$ cat config.mk
export PLATFORM = sky130hd
export DESIGN_NAME = decimal_fraction_parser_flat
export DESIGN_NICKNAME = d
export VERILOG_FILES = /design/src/rtl/core/dfp_pkg.sv /design/src/rtl/core/dfp_char_if.sv /design/src/rtl/core/dfp_result_if.sv /design/src/rtl/core/decimal_fraction_parser.sv /design/src/rtl/core/dfp_scan.sv /design/src/rtl/core/dfp_result.sv /design/src/flat_wrapper.sv
export SDC_FILE = /design/constraint.sdc
export NUM_CORES = 1
export LEC_CHECK = 0
export ABC_AREA = 1
export BUFFER_PORTS_ARGS = -buffer_cell sky130_fd_sc_hd__buf_2
export CORE_MARGIN = 2
export CORE_UTILIZATION = 58
export DETAILED_ROUTE_END_ITERATION = 7
export GPL_TIMING_DRIVEN = 0
export PLACE_DENSITY = 0.86
export SLEW_MARGIN = 10
export SYNTH_ARGS = -nofsm -noshare
export SYNTH_HDL_FRONTEND = slang
export SYNTH_SLANG_ARGS = --single-unit
$ cat constraint.sdc
create_clock -name clk -period 12.6 [get_ports clk]
set_clock_uncertainty 0.2 [all_clocks]
set_input_delay 0.63 -clock clk [delete_from_list [all_inputs] [get_ports clk]]
set_output_delay 0.63 -clock clk [all_outputs]
set_load 0.02 [all_outputs]
$ cat src/rtl/core/dfp_pkg.sv
// ----------------------------------------------------------------------------
// dfp_pkg: shared types and constants of the decimal fraction parser
// Character codes, result widths, status codes and the flag group that is
// passed from the character scanner to the result stage.
// ----------------------------------------------------------------------------
`default_nettype none

package dfp_pkg;

  localparam int CH_W     = 8;
  localparam int VALUE_W  = 51;
  localparam int STATUS_W = 3;

  localparam logic [CH_W-1:0] CH_MINUS = 8'h2D;
  localparam logic [CH_W-1:0] CH_PLUS  = 8'h2B;
  localparam logic [CH_W-1:0] CH_DOT   = 8'h2E;
  localparam logic [CH_W-1:0] CH_ZERO  = 8'h30;
  localparam logic [CH_W-1:0] CH_NINE  = 8'h39;

  typedef enum logic [STATUS_W-1:0] {
    ST_OK    = 3'd0,
    ST_PLUS  = 3'd1,
    ST_BAD   = 3'd2,
    ST_ZERO  = 3'd3,
    ST_NONE  = 3'd4,
    ST_OVF   = 3'd5
  } status_t;

  typedef struct packed {
    logic negative;
    logic seen_digit;
    logic stopped;
    logic plus_seen;
    logic overflowed;
  } flags_t;

  // Power of ten in 64 bits, wrapping as unsigned arithmetic does.
  // Only ever evaluated on constants.
  function automatic logic [63:0] pow10(input int n);
    logic [63:0] r;
    r = 64'd1;
    for (int i = 0; i < n; i++) begin
      r = r * 64'd10;
    end
    return r;
  endfunction

endpackage

`default_nettype wire

$ cat src/rtl/core/dfp_char_if.sv
// ----------------------------------------------------------------------------
// dfp_char_if: character channel
// One ASCII character per request, with a flag on the final character.
// ----------------------------------------------------------------------------
`default_nettype none

interface dfp_char_if;
  logic                      valid;
  logic                      ready;
  logic [dfp_pkg::CH_W-1:0]  ch;
  logic                      last;

  modport source (output valid, output ch, output last, input ready);
  modport sink   (input valid, input ch, input last, output ready);
endinterface

`default_nettype wire

$ cat src/rtl/core/dfp_result_if.sv
// ----------------------------------------------------------------------------
// dfp_result_if: result channel
// One parsed fixed-point value and its status per request.
// ----------------------------------------------------------------------------
`default_nettype none

interface dfp_result_if;
  logic                                valid;
  logic                                ready;
  logic signed [dfp_pkg::VALUE_W-1:0]  value;
  logic [dfp_pkg::STATUS_W-1:0]        status;

  modport source (output valid, output value, output status, input ready);
  modport sink   (input valid, input value, input status, output ready);
endinterface

`default_nettype wire

$ cat src/rtl/core/decimal_fraction_parser.sv
// ----------------------------------------------------------------------------
// decimal_fraction_parser: ASCII decimal string to fixed-point converter
// Parses a signed decimal number, one character per request, into its value
// times 10^FRAC_DIGITS together with a status code.
// ----------------------------------------------------------------------------
// Usage:
// The chars channel takes one ASCII character per request; last marks the
// final character of a string. One request leaves on the results channel
// for every string: value (two's complement, 51 bits) and status.
// Characters are taken at one per cycle, back to back, with no gap needed
// between strings. The scanner state is a single set of registers updated by each
// character; a finished string passes through a snapshot register and then
// the result register, which holds the result until the receiver takes it.
// If the receiver stalls, the result is held and the snapshot register takes
// the next finished string; once that register is occupied as well, no
// character at all is taken until the receiver takes the held result.
// Synchronous reset clears the parse state and empties both registers; the
// block takes characters from the first cycle after reset.
// ----------------------------------------------------------------------------
`default_nettype none

module decimal_fraction_parser #(
  parameter int INT_DIGITS  = 9,
  parameter int FRAC_DIGITS = 6
) (
  input  wire logic    clk,
  input  wire logic    rst,
  dfp_char_if.sink     chars,
  dfp_result_if.source results
);

  localparam int FW = $clog2(dfp_pkg::pow10(FRAC_DIGITS));

  logic                          snap_valid;
  logic                          snap_ready;
  logic [dfp_pkg::VALUE_W-1:0]   snap_int;
  logic [FW-1:0]                 snap_frac;
  dfp_pkg::flags_t               snap_flags;

  dfp_scan #(
    .INT_DIGITS  (INT_DIGITS),
    .FRAC_DIGITS (FRAC_DIGITS)
  ) u_scan (
    .clk        (clk),
    .rst        (rst),
    .chars      (chars),
    .snap_valid (snap_valid),
    .snap_ready (snap_ready),
    .snap_int   (snap_int),
    .snap_frac  (snap_frac),
    .snap_flags (snap_flags)
  );

  dfp_result #(
    .INT_DIGITS  (INT_DIGITS),
    .FRAC_DIGITS (FRAC_DIGITS)
  ) u_result (
    .clk        (clk),
    .rst        (rst),
    .snap_valid (snap_valid),
    .snap_ready (snap_ready),
    .snap_int   (snap_int),
    .snap_frac  (snap_frac),
    .snap_flags (snap_flags),
    .results    (results)
  );

endmodule

`default_nettype wire

$ cat src/rtl/core/dfp_scan.sv
// ----------------------------------------------------------------------------
// dfp_scan: character scanner
// Holds the parse state of the current string and updates it on every
// accepted character. On the final character the finished state is loaded
// into a snapshot register for the result stage and the parse state clears.
// ----------------------------------------------------------------------------
`default_nettype none

module dfp_scan #(
  parameter int INT_DIGITS  = 9,
  parameter int FRAC_DIGITS = 6
) (
  input  wire logic                          clk,
  input  wire logic                          rst,
  dfp_char_if.sink                           chars,
  output logic                               snap_valid,
  input  wire logic                          snap_ready,
  output logic [dfp_pkg::VALUE_W-1:0]        snap_int,
  output logic [$clog2(dfp_pkg::pow10(FRAC_DIGITS))-1:0] snap_frac,
  output dfp_pkg::flags_t                    snap_flags
);

  localparam int VW = dfp_pkg::VALUE_W;
  localparam int IW = $clog2(dfp_pkg::pow10(INT_DIGITS));
  localparam int FW = $clog2(dfp_pkg::pow10(FRAC_DIGITS));
  localparam int CW = $clog2(FRAC_DIGITS + 1);
  localparam int WN = 1 << CW;

  localparam logic [IW+3:0]   INT_LIM = (IW+4)'(dfp_pkg::pow10(INT_DIGITS) - 64'd1);
  localparam logic [VW-1:0]   FRAC_SCALE = VW'(dfp_pkg::pow10(FRAC_DIGITS));
  localparam logic [CW-1:0]   FRAC_MAX = CW'(FRAC_DIGITS);

  // Place value of the next fraction digit, indexed by the digits taken so far.
  logic [FW-1:0] weight [WN];

  for (genvar k = 0; k < WN; k++) begin : g_weight
    assign weight[k] = (k < FRAC_DIGITS) ? FW'(dfp_pkg::pow10(FRAC_DIGITS - 1 - k)) : '0;
  end

  logic            at_first;
  logic            seen_dot;
  dfp_pkg::flags_t flags;
  logic [IW-1:0]   int_accum;
  logic [VW-1:0]   int_scaled;
  logic [FW-1:0]   frac_accum;
  logic [CW-1:0]   frac_count;

  logic            seen_dot_next;
  dfp_pkg::flags_t flags_next;
  logic [IW-1:0]   int_accum_next;
  logic [VW-1:0]   int_scaled_next;
  logic [FW-1:0]   frac_accum_next;
  logic [CW-1:0]   frac_count_next;

  logic            accept;
  logic            is_digit;
  logic [3:0]      digit;
  logic [IW+3:0]   int_trial;

  assign chars.ready = !snap_valid || snap_ready;
  assign accept      = chars.valid && chars.ready;

  assign is_digit  = (chars.ch >= dfp_pkg::CH_ZERO) && (chars.ch <= dfp_pkg::CH_NINE);
  assign digit     = chars.ch[3:0];
  assign int_trial = ({4'd0, int_accum} << 3) + ({4'd0, int_accum} << 1) + (IW+4)'(digit);

  always_comb begin
    seen_dot_next   = seen_dot;
    flags_next      = flags;
    int_accum_next  = int_accum;
    int_scaled_next = int_scaled;
    frac_accum_next = frac_accum;
    frac_count_next = frac_count;
    if (!flags.stopped) begin
      if (is_digit) begin
        flags_next.seen_digit = 1'b1;
        if (!seen_dot) begin
          if (!flags.overflowed) begin
            if (int_trial > INT_LIM) begin
              flags_next.overflowed = 1'b1;
              int_accum_next        = INT_LIM[IW-1:0];
            end else begin
              int_accum_next  = int_trial[IW-1:0];
              int_scaled_next = (int_scaled << 3) + (int_scaled << 1)
                                + VW'(digit) * FRAC_SCALE;
            end
          end
        end else if (frac_count < FRAC_MAX) begin
          frac_accum_next = frac_accum + FW'(digit) * weight[frac_count];
          frac_count_next = frac_count + CW'(1);
        end
      end else if (at_first && chars.ch == dfp_pkg::CH_MINUS) begin
        flags_next.negative = 1'b1;
      end else if (at_first && chars.ch == dfp_pkg::CH_PLUS) begin
        flags_next.plus_seen = 1'b1;
      end else if (!at_first && chars.ch == dfp_pkg::CH_DOT && !seen_dot) begin
        seen_dot_next = 1'b1;
      end else begin
        flags_next.stopped = 1'b1;
      end
    end
  end

  always_ff @(posedge clk) begin
    if (rst) begin
      at_first   <= 1'b1;
      seen_dot   <= 1'b0;
      flags      <= '0;
      int_accum  <= '0;
      int_scaled <= '0;
      frac_accum <= '0;
      frac_count <= '0;
      snap_valid <= 1'b0;
    end else begin
      snap_valid <= (accept && chars.last) || (snap_valid && !snap_ready);
      if (accept) begin
        if (chars.last) begin
          // The string ends here: hand the finished state on and start afresh.
          at_first   <= 1'b1;
          seen_dot   <= 1'b0;
          flags      <= '0;
          int_accum  <= '0;
          int_scaled <= '0;
          frac_accum <= '0;
          frac_count <= '0;
        end else begin
          at_first   <= 1'b0;
          seen_dot   <= seen_dot_next;
          flags      <= flags_next;
          int_accum  <= int_accum_next;
          int_scaled <= int_scaled_next;
          frac_accum <= frac_accum_next;
          frac_count <= frac_count_next;
        end
      end
    end
  end

  always_ff @(posedge clk) begin
    if (accept && chars.last) begin
      snap_int   <= int_scaled_next;
      snap_frac  <= frac_accum_next;
      snap_flags <= flags_next;
    end
  end

endmodule

`default_nettype wire

$ cat src/rtl/core/dfp_result.sv
// ----------------------------------------------------------------------------
// dfp_result: result stage
// Combines the scaled integer and fraction parts, applies saturation and the
// sign, ranks the status conditions and holds the result for the receiver.
// ----------------------------------------------------------------------------
`default_nettype none

module dfp_result #(
  parameter int INT_DIGITS  = 9,
  parameter int FRAC_DIGITS = 6
) (
  input  wire logic                          clk,
  input  wire logic                          rst,
  input  wire logic                          snap_valid,
  output logic                               snap_ready,
  input  wire logic [dfp_pkg::VALUE_W-1:0]   snap_int,
  input  wire logic [$clog2(dfp_pkg::pow10(FRAC_DIGITS))-1:0] snap_frac,
  input  wire dfp_pkg::flags_t               snap_flags,
  dfp_result_if.source                       results
);

  localparam int VW = dfp_pkg::VALUE_W;
  localparam logic [VW-1:0] MAX_MAG =
    VW'(dfp_pkg::pow10(INT_DIGITS + FRAC_DIGITS) - 64'd1);

  logic             take;
  logic             is_zero;
  logic [VW-1:0]    mag;
  logic [VW-1:0]    value_next;
  dfp_pkg::status_t status_next;

  assign snap_ready = !results.valid || results.ready;
  assign take       = snap_valid && snap_ready;

  // The scaled integer part is zero only when the integer part is.
  assign is_zero    = !snap_flags.overflowed && (snap_int == '0) && (snap_frac == '0);
  assign mag        = snap_flags.overflowed ? MAX_MAG : snap_int + VW'(snap_frac);
  assign value_next = snap_flags.negative ? (VW'(0) - mag) : mag;

  always_comb begin
    if (!snap_flags.seen_digit) begin
      status_next = dfp_pkg::ST_NONE;
    end else if (is_zero) begin
      status_next = dfp_pkg::ST_ZERO;
    end else if (snap_flags.stopped) begin
      status_next = dfp_pkg::ST_BAD;
    end else if (snap_flags.overflowed) begin
      status_next = dfp_pkg::ST_OVF;
    end else if (snap_flags.plus_seen) begin
      status_next = dfp_pkg::ST_PLUS;
    end else begin
      status_next = dfp_pkg::ST_OK;
    end
  end

  always_ff @(posedge clk) begin
    if (rst) begin
      results.valid <= 1'b0;
    end else if (snap_ready) begin
      results.valid <= snap_valid;
    end
  end

  always_ff @(posedge clk) begin
    if (take) begin
      results.value  <= signed'(value_next);
      results.status <= status_next;
    end
  end

endmodule

`default_nettype wire

$ cat src/flat_wrapper.sv
// flat-port wrapper written by rule: the top's interface ports become plain ports
module decimal_fraction_parser_flat 
#(
  parameter int INT_DIGITS  = 9,
  parameter int FRAC_DIGITS = 6
)
  (clk, rst, chars_valid, chars_ch, chars_last, chars_ready, results_valid, results_value, results_status, results_ready);
  dfp_char_if chars_i ();
  dfp_result_if results_i ();
  input  wire logic clk;
  input  wire logic rst;
  input wire logic [$bits(chars_i.valid)-1:0] chars_valid;
  input wire logic [$bits(chars_i.ch)-1:0] chars_ch;
  input wire logic [$bits(chars_i.last)-1:0] chars_last;
  output wire logic [$bits(chars_i.ready)-1:0] chars_ready;
  output wire logic [$bits(results_i.valid)-1:0] results_valid;
  output wire logic [$bits(results_i.value)-1:0] results_value;
  output wire logic [$bits(results_i.status)-1:0] results_status;
  input wire logic [$bits(results_i.ready)-1:0] results_ready;
  assign chars_i.valid = chars_valid;
  assign chars_i.ch = chars_ch;
  assign chars_i.last = chars_last;
  assign chars_ready = chars_i.ready;
  assign results_valid = results_i.valid;
  assign results_value = results_i.value;
  assign results_status = results_i.status;
  assign results_i.ready = results_ready;
  decimal_fraction_parser #(.INT_DIGITS(INT_DIGITS), .FRAC_DIGITS(FRAC_DIGITS)) u_core (.clk(clk), .rst(rst), .chars(chars_i), .results(results_i));
endmodule
==> results of run 1 <==
## critical path, stage by stage
cell	delay (ns)
buf_2	0.40
inv_1	0.14
clkbuf_1	0.35
fa_1	0.63
inv_1	0.04
ha_1	0.33
nand3_1	0.09
nand2_1	0.10
a21oi_1	0.07
o21ai_0	0.19
xor2_1	0.47
fa_1	0.53
ha_1	0.38
a21oi_1	0.24
o21ai_0	0.21
a21oi_1	0.24
nand3_1	0.19
a21oi_1	0.27
xor2_1	0.30
nand4_1	0.16
nand2_1	0.15
inv_1	0.05
## metal layers
layer	track usage	up-vias	part of all wire
li1	-	12088	-
met1	0.415	11165	0.41
met2	0.539	1168	0.46
met3	0.0379	217	0.083
met4	0.148	0	0.049
met5	0	-	0
## synthesized netlist by cell type, types with 2 or more instances
library cell | number | area, um^2
a211oi_1 | 3 | 22.5
a21boi_0 | 3 | 22.5
a21o_1 | 13 | 97.6
a21oi_1 | 238 | 1190
a31oi_1 | 9 | 56.3
and2_1 | 6 | 37.5
and3_1 | 5 | 31.3
buf_1 | 4 | 15.0
buf_2 | 11 | 55.1
buf_6 | 4 | 45.0
clkbuf_1 | 59 | 221
dfxtp_1 | 113 | 2260
edfxtp_1 | 130 | 3900
fa_1 | 62 | 1240
ha_1 | 215 | 2690
inv_1 | 600 | 2250
inv_2 | 2 | 7.51
mux2i_1 | 3 | 30.0
nand2_1 | 1179 | 4430
nand2_2 | 2 | 12.5
nand3_1 | 212 | 1060
nand3_2 | 4 | 40.0
nand3b_1 | 14 | 105
nand4_1 | 114 | 713
nor2_1 | 360 | 1350
nor2_2 | 6 | 37.5
nor3_1 | 31 | 155
nor4_1 | 23 | 144
o211ai_1 | 3 | 22.5
o21a_1 | 4 | 30.0
o21ai_0 | 121 | 606
o21ai_1 | 3 | 15.0
o21bai_1 | 11 | 82.6
or2_2 | 8 | 50.1
or4_1 | 2 | 15.0
xnor2_1 | 48 | 420
xor2_1 | 62 | 543
## registers in the layout (all words and copies together) (netlist names), 5 cells and up
register	count
u_core.u_scan.int_scaled	51
u_core.u_scan.int_accum	30
u_core.u_scan.flags	5
u_core.u_scan.snap_int	51
u_core.u_result.results.value	51
u_core.u_scan.snap_frac	20
u_core.u_scan.snap_flags	5
u_core.u_scan.frac_accum	20
## layout make-up
cell class	count	area (um^2)	area share
plain buffers	79	342	0.0130
clock buffers	29	714	0.0273
clock inverters	23	228	0.00870
inverters	603	2260	0.0865
multi-input cells	2776	15400	0.588
flip-flops and latches	243	6170	0.236
well taps	532	666	0.0254
repair buffers	70	395	0.0151
## path summary, 6_finish.rpt
| check | from | to | depth (start not counted) | slack (ns) |
|---|---|---|---|---|
| max | chars_ch[0] | u_core.u_scan.snap_int[35] | 22 | 6.56 |
| min | results_ready | u_core.u_result.results.valid | 4 | 0.24 |
| max reg2reg | u_core.u_scan.frac_count[2] | u_core.u_scan.frac_accum[18] | 20 | 6.92 |
| min reg2reg | u_core.u_scan.flags[4] | u_core.u_scan.flags[4] | 2 | 0.26 |
## power groups by stage
stage          registers (mW)  logic [mW]  clock network (mW)
2_1_floorplan           0.885       0.228                   0
3_3_place_gp            0.882       0.321                   0
3_5_place_dp            0.880       0.330                   0
4_1_cts                 0.863       0.333               0.835
5_1_grt                 0.864       0.378               0.867
6_report                0.863       0.343               0.836
## cell families (layout without fill, tap and decap cells)
logic type                 count (synthesis)  count (layout)
xor gates and xnor gates                 110             110
muxes                                      3               3
adders and majority gates                277             277
AOI/OAI and AO/OA                        415             415
and+or+nand+nor                         1971            1971
DFF                                      243             243
buffers and inverters                    682             804
## through the flow
stage	instance area [um^2]	setup slack [ns]	hold slack (ns)
floorplan	24200	7.08	0.221
global placement	25200	5.49	0.236
detailed placement	25200	6.15	0.251
CTS	26200	6.73	0.245
global route	26200	6.14	0.259
finish	26200	6.56	0.243
==> flow_results.xml, run 1 <==
<?xml version="1.0" encoding="UTF-8"?>
<metrics>
  <group name="clocking">
    <metric name="clock_path_buffers" unit="">3</metric>
    <metric name="cts_tree" unit="">built</metric>
    <metric name="clock_latency" unit="ns">0.59</metric>
    <metric name="cts_hold_buf" unit="">0</metric>
    <metric name="clock-sinks" unit="">243</metric>
    <metric name="cts.reportedPaths.clkPinSlew" unit="ns">0.06</metric>
    <metric name="cts-root-buf" unit="">clkbuf_16</metric>
    <metric name="postCtsResizedCells" unit="">0</metric>
    <metric name="cts_setup_buffers" unit="">0</metric>
    <metric name="cts_inserted_buffers" unit="">28</metric>
    <metric name="htree_num_levels" unit="">1</metric>
  </group>
  <group name="global_routing">
    <metric name="grt.overflow.total" unit="">0</metric>
    <metric name="grt_use_total" unit="">0.321</metric>
    <metric name="maximum_number_of_pins_on_one_net_before_global_route_repair" unit="">37</metric>
    <metric name="global_route_wire_length_before_repair" unit="um">114000</metric>
    <metric name="number_of_global_route_vias_before_repair" unit="">23173</metric>
    <metric name="antenna_violations_before_repair" unit="">0</metric>
  </group>
  <group name="final_layout">
    <metric name="fillCellCount" unit="">3764</metric>
    <metric name="instances_no_fill" unit="">4355</metric>
    <metric name="layout-drive-gt1-share" unit="">0.0432</metric>
    <metric name="design.final.nets" unit="">4091</metric>
    <metric name="commonest_cells_after_routing_fill_and_taps_aside" unit="">1,179 x nand2_1, 600 x inv_1, 359 x nor2_1</metric>
    <metric name="finish.utilization" unit="">0.640</metric>
    <metric name="area.growth.synth_to_final" unit="%">8.37</metric>
    <metric name="mostFrequentLayoutCell" unit="">nand2_1</metric>
    <metric name="antenna_cells" unit="">0</metric>
  </group>
  <group name="yosys">
    <metric name="yosys.area_share.adder" unit="">0.163</metric>
    <metric name="yosysSeqAreaShare" unit="">0.255</metric>
    <metric name="postSynthNetCount" unit="">3991</metric>
    <metric name="yosys_most_used_dff" unit="">edfxtp_1</metric>
    <metric name="syn-instance-count" unit="">3701</metric>
    <metric name="synth_enable_flop_cells" unit="">130</metric>
    <metric name="ys_ff_latch" unit="">243</metric>
    <metric name="synth-simple-area-share" unit="">0.342</metric>
    <metric name="synth_mux_area_frac" unit="">0.00124</metric>
    <metric name="synth_compound_area_frac" unit="">0.0914</metric>
    <metric name="syn_area_per_cell" unit="um^2">6.53</metric>
    <metric name="synth_top_family_by_area" unit="">simple AND/OR/NAND/NOR gates</metric>
    <metric name="number_of_warnings_reported_in_the_yosys_synthesis_log" unit="">0</metric>
    <metric name="share_of_flip_flops_with_an_asynchronous_set_or_reset" unit="">0</metric>
    <metric name="xor_xnor_share_of_the_synthesized_area" unit="">0.0399</metric>
    <metric name="synth_cell_area" unit="um^2">24200</metric>
    <metric name="synth_cell_types" unit="">51</metric>
  </group>
  <group name="drt">
    <metric name="routed-via-count" unit="">24638</metric>
    <metric name="antenna_violating_nets_post_route" unit="">0</metric>
    <metric name="postRouteWirelength" unit="um">70900</metric>
    <metric name="wl_per_cell" unit="um">16.3</metric>
    <metric name="route.detailed.drc" unit="">0</metric>
    <metric name="detailedRoute.firstIterationViolations" unit="">2261</metric>
    <metric name="detailed_routing_iteration_count_for_the_pre_antenna_repair_pass" unit="">8</metric>
    <metric name="avg_vias_per_cell" unit="">5.66</metric>
  </group>
  <group name="pwr">
    <metric name="design_power_total" unit="mW">2.04</metric>
    <metric name="netSwitchingPower" unit="mW">0.622</metric>
    <metric name="sequentialPowerShare" unit="">0.423</metric>
    <metric name="internal-power" unit="mW">1.42</metric>
    <metric name="worst_ir_drop_on_vdd" unit="V">0.0000913</metric>
    <metric name="sw_frac_of_total" unit="">0.305</metric>
    <metric name="leakagePower" unit="nW">13.1</metric>
    <metric name="power.share.combinational" unit="">0.168</metric>
    <metric name="pwr_density_cell" unit="nW/um^2">78.0</metric>
    <metric name="clock_power_share" unit="">0.409</metric>
  </group>
  <group name="die">
    <metric name="design.die.area" unit="um^2">43300</metric>
    <metric name="die_w" unit="um">208</metric>
    <metric name="initial_core_util" unit="">0.590</metric>
    <metric name="core_region_area" unit="um^2">40900</metric>
    <metric name="pin_count" unit="">69</metric>
    <metric name="placement_rows" unit="">74</metric>
    <metric name="die_height" unit="um">208</metric>
  </group>
  <group name="sta">
    <metric name="number_of_hold_violations_in_the_final_report" unit="">0</metric>
    <metric name="slew-limit-headroom" unit="">0.302</metric>
    <metric name="grt_setup_unrepaired" unit="">false</metric>
    <metric name="report.final.setup_viol" unit="">0</metric>
    <metric name="post_layout_minimum_cycle_time" unit="ns">6.04</metric>
    <metric name="totalNegativeSetupSlack" unit="ns">0</metric>
    <metric name="fin_crit_sh" unit="">0.480</metric>
    <metric name="tightest_slew" unit="ns">1.04</metric>
    <metric name="maxSlewViolCount" unit="">0</metric>
    <metric name="fmax" unit="MHz">165</metric>
  </group>
  <group name="placed_design">
    <metric name="dpl.hpwl" unit="um">58200</metric>
    <metric name="count_of_buffers_inserted_at_the_top_level_ports" unit="">67</metric>
    <metric name="numPlacedInstances" unit="">4303</metric>
    <metric name="gp_congestion" unit="">1.03</metric>
  </group>
  <group name="setup_path">
    <metric name="critical_path_arrival" unit="ns">6.17</metric>
    <metric name="cp-start-kind" unit="">primary input</metric>
    <metric name="worst-path-max-fanout" unit="">13</metric>
    <metric name="timing_worst_setup_path_type" unit="">primary input to flip-flop</metric>
    <metric name="worstSetupEndpointType" unit="">flip-flop</metric>
    <metric name="crit_required" unit="ns">12.72</metric>
  </group>
  <group name="flow_run">
    <metric name="drv.max_cap_violation_count" unit="">0</metric>
  </group>
  <group name="status">
    <metric name="outcome" unit="">completed</metric>
  </group>
  <group name="worst_hold_path">
    <metric name="worstHoldPathType" unit="">primary input to flip-flop</metric>
  </group>
</metrics>
No activity file was read; power rests on OpenSTA's default activity.
==> inputs of run 2 (changes only) <==
Clock period 12.6 ns to 5.9 ns, I/O delays scaled along.
==> run 2 against run 1 <==
Cell count hardly changed. Clock-buffer cell count did not move. Critical path depth stayed put. Sequential cell count unchanged. Setup slack worse by 6.2 ns. Worst hold slack worse by 0.18 ns. Sequential power grew 110%. Total power increased by 110%. Largest power group unchanged. The run now ends with DRC left.
==> flow_results.xml, run 2 (synthesis results as in run 1) <==
<?xml version="1.0" encoding="UTF-8"?>
<metrics>
  <group name="sta">
    <metric name="grt_setup_unrepaired" unit="">true</metric>
    <metric name="fmax" unit="MHz">179</metric>
    <metric name="number_of_hold_violations_in_the_final_report" unit="">0</metric>
    <metric name="maxSlewViolCount" unit="">0</metric>
    <metric name="hold_ws" unit="ns">0.0601</metric>
    <metric name="tightest_slew" unit="ns">1.06</metric>
    <metric name="slew-limit-headroom" unit="">0.288</metric>
    <metric name="report.final.setup_viol" unit="">0</metric>
    <metric name="fin_crit_sh" unit="">0.948</metric>
    <metric name="post_layout_minimum_cycle_time" unit="ns">5.59</metric>
  </group>
  <group name="drt">
    <metric name="wl_per_cell" unit="um">16.3</metric>
    <metric name="routed-via-count" unit="">24627</metric>
    <metric name="antenna_violating_nets_post_route" unit="">0</metric>
    <metric name="route.detailed.drc" unit="">2</metric>
    <metric name="postRouteWirelength" unit="um">70900</metric>
    <metric name="detailed_routing_iteration_count_for_the_pre_antenna_repair_pass" unit="">8</metric>
    <metric name="avg_vias_per_cell" unit="">5.65</metric>
    <metric name="detailedRoute.firstIterationViolations" unit="">2388</metric>
  </group>
  <group name="setup_path">
    <metric name="r2r_start" unit="">u_core.u_scan.frac_count[2]</metric>
    <metric name="cp.buffers_inverters" unit="">4</metric>
    <metric name="worstSetupEndpointType" unit="">flip-flop</metric>
    <metric name="r2r_setup_slack" unit="ns">0.36</metric>
    <metric name="cp-start-kind" unit="">primary input</metric>
    <metric name="slowest_delay" unit="ns">0.61</metric>
    <metric name="timing_worst_setup_path_type" unit="">primary input to flip-flop</metric>
    <metric name="critical_path_arrival" unit="ns">5.72</metric>
    <metric name="capture_point_of_the_worst_path" unit="">u_core.u_scan.snap_int[35]</metric>
    <metric name="crit_required" unit="ns">6.02</metric>
    <metric name="critPathMostFrequentCell" unit="">a21oi_1</metric>
    <metric name="cp_slowest_cell" unit="">fa_1</metric>
    <metric name="crit_start" unit="">chars_ch[1]</metric>
    <metric name="critical_path.reg2reg.endpoint" unit="">u_core.u_scan.frac_accum[17]</metric>
    <metric name="worst-path-stages" unit="">22</metric>
    <metric name="worst-path-max-fanout" unit="">10</metric>
    <metric name="critPathTopFamily" unit="">adder cells</metric>
    <metric name="path_cells" unit="">buf_2 &gt; fa_1 &gt; inv_1 &gt; fa_1 &gt; inv_1 &gt; ha_1 &gt; nand3_1 &gt; nand2_1 &gt; a21oi_1 &gt; o21ai_0 &gt; xor2_1 &gt; fa_1 &gt; ha_1 &gt; a21oi_1 &gt; o21ai_0 &gt; a21oi_1 &gt; nand3_1 &gt; a21oi_1 &gt; xor2_1 &gt; nand4_1 &gt; nand2_1 &gt; inv_1</metric>
    <metric name="timing.reg2reg.worst_path_depth" unit="">22</metric>
  </group>
  <group name="final_layout">
    <metric name="antenna_cells" unit="">0</metric>
    <metric name="finish.utilization" unit="">0.641</metric>
    <metric name="area.growth.synth_to_final" unit="%">8.60</metric>
    <metric name="mostFrequentLayoutCell" unit="">nand2_1</metric>
    <metric name="largestRegisters" unit="">u_core.u_result.results.value (51), u_core.u_scan.int_scaled (51), u_core.u_scan.snap_int (51)</metric>
    <metric name="design.final.nets" unit="">4095</metric>
    <metric name="instances_no_fill" unit="">4359</metric>
    <metric name="post-route-cell-area" unit="um^2">26200</metric>
    <metric name="commonest_cells_after_routing_fill_and_taps_aside" unit="">1,179 x nand2_1, 600 x inv_1, 359 x nor2_1</metric>
    <metric name="layout-drive-gt1-share" unit="">0.0436</metric>
  </group>
  <group name="die">
    <metric name="die_w" unit="um">208</metric>
    <metric name="pin_count" unit="">69</metric>
    <metric name="core_region_area" unit="um^2">40900</metric>
    <metric name="design.die.area" unit="um^2">43300</metric>
    <metric name="placement_rows" unit="">74</metric>
    <metric name="initial_core_util" unit="">0.590</metric>
    <metric name="die_height" unit="um">208</metric>
  </group>
  <group name="placed_design">
    <metric name="numPlacedInstances" unit="">4303</metric>
    <metric name="gp_congestion" unit="">1.03</metric>
    <metric name="placed_area" unit="um^2">25200</metric>
    <metric name="count_of_buffers_inserted_at_the_top_level_ports" unit="">67</metric>
    <metric name="dpl.hpwl" unit="um">58200</metric>
  </group>
  <group name="worst_hold_path">
    <metric name="worstHoldPathType" unit="">primary input to flip-flop</metric>
  </group>
  <group name="clocking">
    <metric name="clock_path_buffers" unit="">3</metric>
    <metric name="htree_num_levels" unit="">1</metric>
    <metric name="cts_tree" unit="">built</metric>
    <metric name="cts-root-buf" unit="">clkbuf_16</metric>
    <metric name="clock_latency" unit="ns">0.59</metric>
    <metric name="cts.reportedPaths.clkPinSlew" unit="ns">0.06</metric>
    <metric name="clock-sinks" unit="">243</metric>
    <metric name="cts_inserted_buffers" unit="">28</metric>
  </group>
  <group name="flow_run">
    <metric name="drv.max_cap_violation_count" unit="">0</metric>
  </group>
  <group name="status">
    <metric name="outcome" unit="">finished with violations</metric>
    <metric name="failed_checks" unit="">DRC</metric>
  </group>
  <group name="global_routing">
    <metric name="number_of_global_route_vias_before_repair" unit="">23211</metric>
    <metric name="global_route_wire_length_before_repair" unit="um">114000</metric>
    <metric name="maximum_number_of_pins_on_one_net_before_global_route_repair" unit="">37</metric>
    <metric name="antenna_violations_before_repair" unit="">0</metric>
    <metric name="grt.overflow.total" unit="">0</metric>
    <metric name="grt_use_total" unit="">0.322</metric>
  </group>
  <group name="pwr">
    <metric name="pwr_density_cell" unit="nW/um^2">166</metric>
    <metric name="worst_ir_drop_on_vdd" unit="V">0.000197</metric>
    <metric name="leakagePower" unit="nW">13.1</metric>
    <metric name="design_power_total" unit="mW">4.36</metric>
  </group>
</metrics>
[run 2: cell count changes in the layout (fill, tap and decap cells not counted), sizes merged]
cell and change:
clkbuf +1, buf -1, dlygate4sd3 +4
[run 2: stage by stage]
step	TNS [ns]	setup slack, ns
3_3_place_gp	-30.85	-0.871
2_1_floorplan	0	0.630
4_1_cts	0	0.364
6_report	0	0.306
3_5_place_dp	-1.25	-0.215
5_1_grt	-0.0334	-0.0334
[run 2: how the worst min path moves through the flow]
stage,startpoint,end,slack [ns],cells after the start
floorplan,u_core.u_scan.flags[3],u_core.u_scan.flags[3],0.22,2
global placement,u_core.u_scan.flags[4],u_core.u_scan.flags[4],0.24,2
detailed placement,u_core.u_scan.flags[4],u_core.u_scan.flags[4],0.25,2
CTS,chars_ch[5],u_core.u_scan.flags[4],0.04,7
global route,chars_ch[5],u_core.u_scan.flags[4],0.12,7
finish,chars_ch[6],u_core.u_scan.flags[4],0.06,8
[run 2: metal layers]
| metal | vias up | routed length (um) | GRT usage |
|---|---|---|---|
| met2 | 1183 | 32500 | 0.539 |
| met1 | 11128 | 29100 | 0.416 |
| li1 | 12101 | - | - |
| met4 | 0 | 3530 | 0.148 |
| met3 | 215 | 5820 | 0.0380 |
| met5 | - | 0 | 0 |
[run 2: timing repair]
action / in CTS / in global routing
hold endpoints to repair: 6 / 0
buffers inserted: 0 / 0
setup endpoints to repair: 0 / 8
gates resized for setup: 0 / 4
hold buffers: 4 / 0
[run 2: layout make-up]
cell class	count	area (um^2)
Timing Repair Buffer	74	438
Sequential cell	243	6170
Tap cell	532	666
Multi-Input combinational cell	2776	15400
Clock buffer	29	714
Clock inverter	23	228
Inverter	603	2260
Buffer	79	342
Fill cell	3756	14700
[run 2: power breakdown]
group	internal (mW)	total [mW]	switching, mW
Combinational	0.226	0.734	0.507
Sequential	1.82	1.84	0.0256
Clock	0.990	1.78	0.794
[run 2: worst register-to-register path: stages, from the launching register on]
cell	delay (ns)
dfxtp_1	0.31
clkbuf_1	0.42
inv_1	0.15
clkbuf_1	0.28
ha_1	0.32
nand2_1	0.10
fa_1	0.44
fa_1	0.52
fa_1	0.51
inv_1	0.05
ha_1	0.34
nand2_1	0.12
o21a_1	0.20
o21ai_0	0.44
nand3_1	0.13
nand2_1	0.14
nand2_1	0.09
nand2_1	0.06
a21oi_1	0.07
xor2_1	0.15
mux2i_1	0.22
nand2_1	0.08
a21oi_1	0.13
==> inputs of run 3 (changes only) <==
Settings changed: SYNTH_HIERARCHICAL from default to 1.
==> run 3 against run 2 <==
The run now ends clean. Global-route usage about the same. Worst hold slack lost 0.019 ns. Combinational power rose by 2%. Sequential share of layout area decreased by 0.077 points. Setup slack improved by 0.0021 ns. Utilization is 0.079 points lower. Maximum frequency hardly changed. Sequential cell count unchanged. Routed wire length increased by 0.17%. Critical endpoint is now u_core/u_scan/snap_int[37].
==> flow_results.xml, run 3 <==
<?xml version="1.0" encoding="UTF-8"?>
<metrics>
  <group name="flow_run">
    <metric name="drv.max_cap_violation_count" unit="">0</metric>
  </group>
  <group name="sta">
    <metric name="fin_crit_sh" unit="">0.948</metric>
    <metric name="grt_setup_unrepaired" unit="">false</metric>
    <metric name="fmax" unit="MHz">179</metric>
    <metric name="report.final.setup_viol" unit="">0</metric>
    <metric name="number_of_hold_violations_in_the_final_report" unit="">0</metric>
    <metric name="tightest_slew" unit="ns">0.935</metric>
    <metric name="maxSlewViolCount" unit="">0</metric>
    <metric name="hold_ws" unit="ns">0.0413</metric>
    <metric name="post_layout_minimum_cycle_time" unit="ns">5.59</metric>
    <metric name="slew-limit-headroom" unit="">0.371</metric>
    <metric name="totalNegativeSetupSlack" unit="ns">0</metric>
  </group>
  <group name="pwr">
    <metric name="pwr_density_cell" unit="nW/um^2">167</metric>
    <metric name="netSwitchingPower" unit="mW">1.28</metric>
    <metric name="sw_frac_of_total" unit="">0.291</metric>
    <metric name="internal-power" unit="mW">3.12</metric>
    <metric name="leakagePower" unit="nW">13.2</metric>
    <metric name="sequentialPowerShare" unit="">0.419</metric>
    <metric name="worst_ir_drop_on_vdd" unit="V">0.000210</metric>
    <metric name="clock_power_share" unit="">0.411</metric>
    <metric name="power.share.combinational" unit="">0.170</metric>
    <metric name="design_power_total" unit="mW">4.40</metric>
  </group>
  <group name="final_layout">
    <metric name="layout-drive-gt1-share" unit="">0.0620</metric>
    <metric name="antenna_cells" unit="">0</metric>
    <metric name="area.growth.synth_to_final" unit="%">8.46</metric>
    <metric name="design.final.nets" unit="">4075</metric>
    <metric name="area_used_by_multi_input_combinational_logic" unit="um^2">15500</metric>
    <metric name="mostFrequentLayoutCell" unit="">nand2_1</metric>
    <metric name="commonest_cells_after_routing_fill_and_taps_aside" unit="">1,138 x nand2_1, 605 x inv_1, 306 x nor2_1</metric>
    <metric name="largestRegisters" unit="">u_core/u_result/results.value (51), u_core/u_scan/int_scaled (51), u_core/u_scan/snap_int (51)</metric>
    <metric name="fillCellCount" unit="">3665</metric>
    <metric name="finish.utilization" unit="">0.640</metric>
    <metric name="sequential_cell_area" unit="um^2">6170</metric>
  </group>
  <group name="global_routing">
    <metric name="global_route_wire_length_before_repair" unit="um">114000</metric>
    <metric name="maximum_number_of_pins_on_one_net_before_global_route_repair" unit="">36</metric>
    <metric name="number_of_global_route_vias_before_repair" unit="">22879</metric>
    <metric name="antenna_violations_before_repair" unit="">1</metric>
    <metric name="grt.overflow.total" unit="">0</metric>
    <metric name="grt_use_total" unit="">0.322</metric>
  </group>
  <group name="setup_path">
    <metric name="critPathMostFrequentCell" unit="">nand2_1</metric>
    <metric name="cp-start-kind" unit="">primary input</metric>
    <metric name="cp_slowest_cell" unit="">fa_1</metric>
    <metric name="worstSetupEndpointType" unit="">flip-flop</metric>
    <metric name="crit_required" unit="ns">6.02</metric>
    <metric name="worst-path-max-fanout" unit="">12</metric>
    <metric name="critical_path_arrival" unit="ns">5.71</metric>
    <metric name="slowest_delay" unit="ns">0.60</metric>
    <metric name="timing_worst_setup_path_type" unit="">primary input to flip-flop</metric>
  </group>
  <group name="yosys">
    <metric name="yosys.area_share.adder" unit="">0.162</metric>
    <metric name="yosys.area.top_type" unit="">nand2_1</metric>
    <metric name="synth_compound_area_frac" unit="">0.0854</metric>
    <metric name="synth_top_family_by_area" unit="">simple AND/OR/NAND/NOR gates</metric>
    <metric name="synth_enable_flop_cells" unit="">130</metric>
    <metric name="ys_top_cells_by_area" unit="">nand2_1 18%, edfxtp_1 16%, ha_1 11%</metric>
    <metric name="synth_top_area_share" unit="">0.176</metric>
    <metric name="yosysMostFrequentCell" unit="">nand2_1</metric>
    <metric name="synth_cell_area" unit="um^2">24300</metric>
    <metric name="syn_area_per_cell" unit="um^2">6.59</metric>
    <metric name="postSynthNetCount" unit="">3974</metric>
    <metric name="synth_mux_area_frac" unit="">0.000412</metric>
    <metric name="share_of_flip_flops_with_an_asynchronous_set_or_reset" unit="">0</metric>
    <metric name="synth_cell_types" unit="">47</metric>
    <metric name="syn-instance-count" unit="">3684</metric>
    <metric name="ys_ff_latch" unit="">243</metric>
    <metric name="yosysSeqAreaShare" unit="">0.254</metric>
    <metric name="number_of_warnings_reported_in_the_yosys_synthesis_log" unit="">6</metric>
    <metric name="xor_xnor_share_of_the_synthesized_area" unit="">0.0386</metric>
    <metric name="synth-simple-area-share" unit="">0.349</metric>
    <metric name="synth_commonest_cells" unit="">1,138 x nand2_1, 605 x inv_1, 307 x nor2_1, 241 x nand3_1, 226 x a21oi_1</metric>
    <metric name="yosys_most_used_dff" unit="">edfxtp_1</metric>
  </group>
  <group name="clocking">
    <metric name="cts-root-buf" unit="">clkbuf_16</metric>
    <metric name="htree_num_levels" unit="">1</metric>
    <metric name="clock_latency" unit="ns">0.57</metric>
    <metric name="cts.reportedPaths.clkPinSlew" unit="ns">0.06</metric>
    <metric name="clock-sinks" unit="">243</metric>
    <metric name="cts_tree" unit="">built</metric>
    <metric name="cts_inserted_buffers" unit="">26</metric>
    <metric name="clock_path_buffers" unit="">3</metric>
  </group>
  <group name="drt">
    <metric name="detailedRoute.firstIterationViolations" unit="">2630</metric>
    <metric name="route.detailed.drc" unit="">0</metric>
    <metric name="avg_vias_per_cell" unit="">5.63</metric>
    <metric name="antenna_violating_nets_post_route" unit="">0</metric>
    <metric name="wl_per_cell" unit="um">16.4</metric>
    <metric name="routed-via-count" unit="">24406</metric>
    <metric name="postRouteWirelength" unit="um">71100</metric>
    <metric name="detailed_routing_iteration_count_for_the_pre_antenna_repair_pass" unit="">7</metric>
  </group>
  <group name="die">
    <metric name="die_w" unit="um">209</metric>
    <metric name="core_region_area" unit="um^2">41100</metric>
    <metric name="die_height" unit="um">209</metric>
    <metric name="initial_core_util" unit="">0.590</metric>
    <metric name="design.die.area" unit="um^2">43500</metric>
    <metric name="placement_rows" unit="">74</metric>
    <metric name="pin_count" unit="">69</metric>
  </group>
  <group name="placed_design">
    <metric name="dpl.hpwl" unit="um">57900</metric>
    <metric name="count_of_buffers_inserted_at_the_top_level_ports" unit="">68</metric>
    <metric name="gp_congestion" unit="">0.986</metric>
  </group>
  <group name="status">
    <metric name="outcome" unit="">completed</metric>
  </group>
  <group name="worst_hold_path">
    <metric name="worstHoldPathType" unit="">primary input to flip-flop</metric>
  </group>
</metrics>
==> run 3: cell count changes after synthesis, moves of 6 or more <==
| cell | delta |
|---|---|
| nor2_1 | -53 |
| nor2_2 | +21 |
| nor3_1 | +10 |
| xnor2_1 | -8 |
| nand3_2 | +15 |
| inv_2 | +13 |
| nand3_1 | +29 |
| o21ai_1 | +6 |
| a21oi_1 | -12 |
| o21ai_0 | -21 |
| nor2_4 | +8 |
| buf_4 | +6 |
| nand2_1 | -41 |
| nand2_2 | +16 |
==> run 3: power groups by stage <==
stage                     registers, mW  clock network [mW]  logic (mW)
after global placement             1.88                   0       0.703
after CTS                          1.84                1.82       0.733
after global routing               1.85                1.88       0.824
after detailed placement           1.88                   0       0.724
after floorplan                    1.89                   0       0.503
final                              1.84                1.81       0.749
==> run 3: critical path: cells and delay by family <==
kind            cells  cell delay, ns
simple gates       11            1.20
compound gates      5            0.99
fa+ha+maj           4            1.76
buf+inv             8            1.08
xor+xnor            1            0.34
==> run 3: logic make-up after synthesis <==
logic type	after synthesis
adder cells (fa/ha/maj)	277
multiplexers	1
flip-flops	243
buffers and inverters	701
AND/OR/NAND/NOR	1966
XOR/XNOR	107
AO/OA/AOI/OAI	389
==> run 3: repair_timing <==
action / in CTS / in global routing
gates resized for setup: 0 / 6
endpoints found under the setup margin: 0 / 11
setup buffers: 0 / 0
endpoints found under the hold margin: 6 / 0
hold buffers: 3 / 0
==> run 3: routing by layer <==
metal	share of wire	vias to the layer above	global-route usage
met5	0.00011	-	0
met4	0.044	2	0.138
met3	0.077	185	0.0365
met2	0.46	1094	0.542
met1	0.42	11101	0.419
li1	-	12024	-
==> run 3: area by class of cell <==
class | count | area share
well taps | 532 | 0.0253
flip-flops and latches | 243 | 0.234
plain buffers | 78 | 0.0127
clock inverters | 14 | 0.00856
inverters | 622 | 0.0887
repair buffers | 74 | 0.0164
multi-input cells | 2740 | 0.587
clock buffers | 34 | 0.0267
==> run 3: per-stage QoR <==
| step | instance area [um^2] | cells | setup WS (ns) |
|---|---|---|---|
| after global routing | 26300 | 4337 | 0.0339 |
| final | 26300 | 4337 | 0.308 |
| after global placement | 25300 | 4284 | -0.683 |
| after detailed placement | 25400 | 4287 | -0.291 |
| after CTS | 26300 | 4338 | 0.228 |
| after floorplan | 24300 | 3684 | 0.626 |
==> run 3: final timing paths <==
kind / end / from / slack (ns) / depth (start not counted)
setup / recovery: u_core/u_scan/snap_int[37] / chars_ch[0] / 0.31 / 29
hold / removal: u_core/u_scan/seen_dot / chars_ch[4] / 0.04 / 6
setup reg to reg: u_core/u_scan/frac_accum[16] / u_core/u_scan/frac_count[2] / 0.34 / 22
hold reg to reg: u_core/u_scan/flags[4] / u_core/u_scan/flags[4] / 0.27 / 2
